`config.mk`:
```
export PLATFORM = sky130hd
export DESIGN_NAME = cmrst_cell
export DESIGN_NICKNAME = d
export VERILOG_FILES = /design/src/rtl/core/cmrst_pkg.sv /design/src/rtl/core/cmrst_cell.sv
export SDC_FILE = /design/constraint.sdc
export NUM_CORES = 1
export LEC_CHECK = 0
export BUFFER_PORTS_ARGS = -buffer_cell sky130_fd_sc_hd__buf_2
export CAP_MARGIN = 20
export CELL_PAD_IN_SITES_DETAIL_PLACEMENT = 2
export CELL_PAD_IN_SITES_GLOBAL_PLACEMENT = 2
export CORE_MARGIN = 5
export CORE_UTILIZATION = 27
export CTS_CLUSTER_SIZE = 8
export DETAILED_ROUTE_END_ITERATION = 10
export PLACE_DENSITY_LB_ADDON = 0.08
export SLEW_MARGIN = 40
export SYNTH_ARGS = -nofsm -noshare
export SYNTH_HDL_FRONTEND = slang
export SYNTH_SLANG_ARGS = --single-unit
```
`constraint.sdc`:
```
create_clock -name aclk -period 3.8 [get_ports aclk]
set_input_delay 0.95 -clock aclk [delete_from_list [all_inputs] [get_ports aclk]]
set_output_delay 0.95 -clock aclk [all_outputs]
set_load 0.005 [all_outputs]
```
`src/rtl/core/cmrst_pkg.sv`:
```
`timescale 1ns / 1ps

package cmrst_pkg;

    typedef enum logic {
        OP_INSERT = 1'b0,
        OP_MATCH  = 1'b1
    } opcode_t;

    typedef enum logic [2:0] {
        ST_INSERTED = 3'd0,
        ST_MATCHED  = 3'd1,
        ST_FULL     = 3'd2,
        ST_EMPTY    = 3'd3,
        ST_RANGE    = 3'd4
    } status_t;

    // broadcast control from the sequencer to every cell
    typedef struct packed {
        logic cmp_en;
        logic shift_en;
        logic op_match;
        logic found;
    } cell_cmd_t;

    localparam int TREE_FAN = 8;

    function automatic int tree_level_size(input int n, input int lvl);
        int m;
        m = n;
        for (int k = 0; k < lvl; k++) begin
            m = (m + TREE_FAN - 1) / TREE_FAN;
        end
        return m;
    endfunction

    function automatic int tree_levels(input int n);
        int m;
        int c;
        m = n;
        c = 0;
        while (m > 1) begin
            m = (m + TREE_FAN - 1) / TREE_FAN;
            c++;
        end
        return c;
    endfunction

endpackage

```
`src/rtl/core/cmrst_cell.sv`:
```
`timescale 1ns / 1ps

module cmrst_cell #(
    parameter int VALUE_WIDTH = 16
) (
    input  logic                   aclk,
    input  logic                   aresetn,
    input  cmrst_pkg::cell_cmd_t   cmd,
    input  logic                   valid,
    input  logic [VALUE_WIDTH-1:0] a,
    input  logic [VALUE_WIDTH:0]   modulus,
    input  logic                   left_flag,
    input  logic [VALUE_WIDTH-1:0] left_value,
    input  logic [VALUE_WIDTH-1:0] right_value,
    output logic                   flag,
    output logic [VALUE_WIDTH-1:0] value,
    output logic                   pick,
    output logic [VALUE_WIDTH-1:0] pick_value
);
    import cmrst_pkg::*;

    logic [VALUE_WIDTH-1:0] value_reg;
    logic [VALUE_WIDTH-1:0] value_next;
    logic                   flag_reg;
    logic                   flag_next;
    logic [VALUE_WIDTH:0]   sum;
    logic                   match_hit;
    logic                   ins_hit;
    logic                   first;
    logic                   remove;

    always_comb begin
        sum        = {1'b0, value_reg} + {1'b0, a};
        match_hit  = valid && (sum >= modulus);
        ins_hit    = !valid || (value_reg > a);
        first      = flag_reg && !left_flag;
        remove     = cmd.found ? flag_reg : 1'b1;
        flag_next  = flag_reg;
        value_next = value_reg;
        if (cmd.cmp_en) begin
            flag_next = cmd.op_match ? match_hit : ins_hit;
        end
        if (cmd.shift_en) begin
            if (cmd.op_match) begin
                if (remove) begin
                    value_next = right_value;
                end
            end else if (flag_reg) begin
                value_next = first ? a : left_value;
            end
        end
    end

    always_ff @(posedge aclk) begin
        if (!aresetn) begin
            flag_reg <= 1'b0;
        end else begin
            flag_reg <= flag_next;
        end
    end

    always_ff @(posedge aclk) begin
        value_reg <= value_next;
    end

    assign flag       = flag_reg;
    assign value      = value_reg;
    assign pick       = first;
    assign pick_value = first ? value_reg : '0;

endmodule

```
==> flow_summary.json <==
{
  "outcome": "complete, no violations",
  "crit_arrival_ps": 3680,
  "largest_reg_flops": 16,
  "p_per_area_nw_per_um2": 236,
  "io_pins": 107,
  "vias_per_cell": 4.65,
  "areaGrowthSynthToFinish_pct": 31.6,
  "rows": 36,
  "worst_hold_path.endpoint": "flag",
  "drive_gt1_share_pct": 32.3,
  "slew_viol_final": 0,
  "finalInstanceArea_um2": 3450,
  "min_from": "flag",
  "power.total_w": 0.000814,
  "hold_ws_ps": 936,
  "h-tree-depth": 1,
  "synth.yosys.seq_area_share_pct": 19.1,
  "placed_cells": 563,
  "hold_violations": 0,
  "routedWlPerCell_um": 15.8,
  "tightest_slew_ps": 725,
  "synthCells": 318,
  "final.period_utilization_pct": 92.6,
  "clockRootBuffer": "clkbuf_8",
  "swShare_pct": 39.0,
  "setup_viol": 0,
  "reg2reg_depth": 15,
  "antenna_cells": 0,
  "nFillCells": 1213,
  "rrSetupSlack_ps": 640,
  "place_congestion": 0.796,
  "hpwl_mm": 7.82,
  "p_comb_share_pct": 52.6,
  "reg2reg_to": "flag",
  "cap_viol_max_count": 0,
  "cp_max_fo": 2,
  "grt_pass1_wl_mm": 14.5,
  "power.internal_w": 0.000497,
  "rsz0062_at_grt": "no",
  "synth-edff-count": 16,
  "clk_latency_ps": 270,
  "grt_max_degree": 36,
  "irDropWorstVdd_uv": 116,
  "syn_nets": 441,
  "synth_warnings": 0,
  "antenna_found_initial": 0,
  "finalWirelength_mm": 8.96,
  "grt_usage_pct": 15.6,
  "drc_errors": 0,
  "die-height_um": 109,
  "rr_startpoint": "value[0]",
  "dieWidth_um": 109,
  "synth_area_um2": 2620,
  "crit_path_end_kind": "register",
  "finalCriticalPeriod_ps": 3520,
  "worstHoldPathCells": 4,
  "synthArstFlopShare_pct": 0,
  "final_cells": 567,
  "startpoint": "a[0]",
  "ys.flop_type": "edfxtp_1",
  "p_sw_w": 0.000318,
  "min_path_type": "reg2reg",
  "clkPwrFrac_pct": 18.2,
  "start_util_pct": 27.2,
  "required_ps": 3960,
  "drt-pass1-iter-count": 3,
  "max_freq_mhz": 284,
  "cts_sinks": 17,
  "pwr-share-seq_pct": 29.2,
  "grt_pass1_vias": 2954,
  "relSlewSlack_pct": 51.6,
  "clk_pin_slew_ps": 80,
  "finClkSkew_ps": 10.9,
  "drt_iter0_drc": 40,
  "overflow": 0,
  "synth_cell_types": 52,
  "num-nets-final": 558,
  "core_area_um2": 9640,
  "postRouteAntennaNets": 0,
  "placed_area_um2": 3390,
  "port_buffers": 106,
  "clockBufferDepth": 2,
  "crit_type": "in2reg",
  "ys_ff_latch": 17,
  "cts_buffers": 3,
  "die_area_um2": 11800,
  "leakage_nw": 1.75,
  "start_kind": "primary input",
  "vias": 2638,
  "avgSynthCellArea_um2": 8.24,
  "cts_tree": "yes"
}
cells in the mapped netlist (2+ instances only):
cell	instances	share of area, %
a211oi_2	2	0.95
a21o_1	5	1.4
a21oi_1	23	4.4
and2_1	16	3.8
buf_2	2	0.38
clkbuf_1	6	0.86
edfxtp_1	16	18
ha_1	49	23
inv_1	44	6.3
inv_2	2	0.29
mux2i_1	16	6.1
nand2_1	26	3.7
nand2b_1	2	0.48
nand3_1	3	0.57
nand3b_1	2	0.57
nand4_1	4	0.95
nor2_1	14	2.0
nor2_2	2	0.48
nor2b_1	8	1.9
nor3_1	8	1.5
o21ai_0	23	4.4
o21ai_1	2	0.38
o21bai_1	3	0.86
xnor2_1	11	3.7
xor2_1	2	0.67
power by group through the flow:
| stage | registers (W) | logic, W | clock network, W |
|---|---|---|---|
| after floorplan | 0.000237 | 0.000276 | 0 |
| after global placement | 0.000241 | 0.000419 | 0 |
| after detailed placement | 0.000242 | 0.000434 | 0 |
| after CTS | 0.000238 | 0.000437 | 0.000153 |
| after global routing | 0.000240 | 0.000494 | 0.000162 |
| final | 0.000237 | 0.000429 | 0.000148 |
metrics by stage:
stage / TNS (ps) / worst slack (ps) / utilization, %
2_1_floorplan: 0 / 190 / -
3_3_place_gp: -114 / -114 / 35.2
3_5_place_dp: -235 / -235 / 35.2
4_1_cts: 0 / 40.0 / 35.7
5_1_grt: 0 / 11.1 / 35.8
6_report: 0 / 280 / 35.8
cell type report:
class	instances	area, µm²	area share (%)
clock buffer	4	45.0	1.31
inverter	46	173	5.01
multi-input combinational	246	1920	55.7
sequential	17	500	14.5
tap	133	166	4.82
timing repair buffer	121	643	18.6
metal layers:
metal | GRT usage (%) | part of all wire, % | up-vias | wire length [µm]
met2 | 25.3 | 46 | 62 | 4080
li1 | - | - | 1335 | -
met1 | 21.9 | 49 | 1235 | 4430
met3 | 2.87 | 4.6 | 6 | 413
met4 | 2.43 | 0.40 | 0 | 36
met5 | 0 | 0 | - | 0
kinds of logic (layout without fill, tap and decap cells):
family	after synthesis	after routing	synth area share (%)
xor+xnor	13	13	4.34
simple gates	88	88	17.0
mux	16	16	6.11
flops	17	17	19.1
fa+ha+maj	50	50	24.2
compound gates	79	79	21.1
buf+inv	55	171	8.11
worst max-delay path by stage:
stage                       to  slack [ps]
after global routing      flag          10
after detailed placement  flag        -240
after floorplan           flag         190
after CTS                 flag          40
final                     flag         280
after global placement    flag        -110
worst max-delay path: stages:
cell       delay [ps]
buf_2              90
ha_1              150
inv_1              60
fa_1              410
o21bai_1          220
a211oi_2          120
o21bai_4          140
nand2_1           110
o41ai_4           270
xnor2_1           160
ha_1              260
a21o_1            160
a21oi_1           130
o2111ai_1         170
nor3_1            200
nor3_1             70
what timing repair did:
item | in CTS | in global routing
gates resized for setup | 0 | 1
hold buffers | 0 | 0
buffers inserted | 0 | 0
setup endpoints to repair | 0 | 1
layout by cell type, fill, tap and decap left out, types with 3 or more instances in the layout:
cell      instances
nand2_1          26
o21bai_1          3
nor2_1           14
o21ai_0          23
clkbuf_8          3
ha_1             49
inv_1            44
buf_2           106
xnor2_1          11
nor2b_1           7
buf_4            15
mux2i_1          16
nor3_1            8
edfxtp_1         16
a21o_1            5
nand3_1           3
nand4_1           4
and2_1           16
a21oi_1          23
Note: power is estimated with default switching activity, not from simulation.
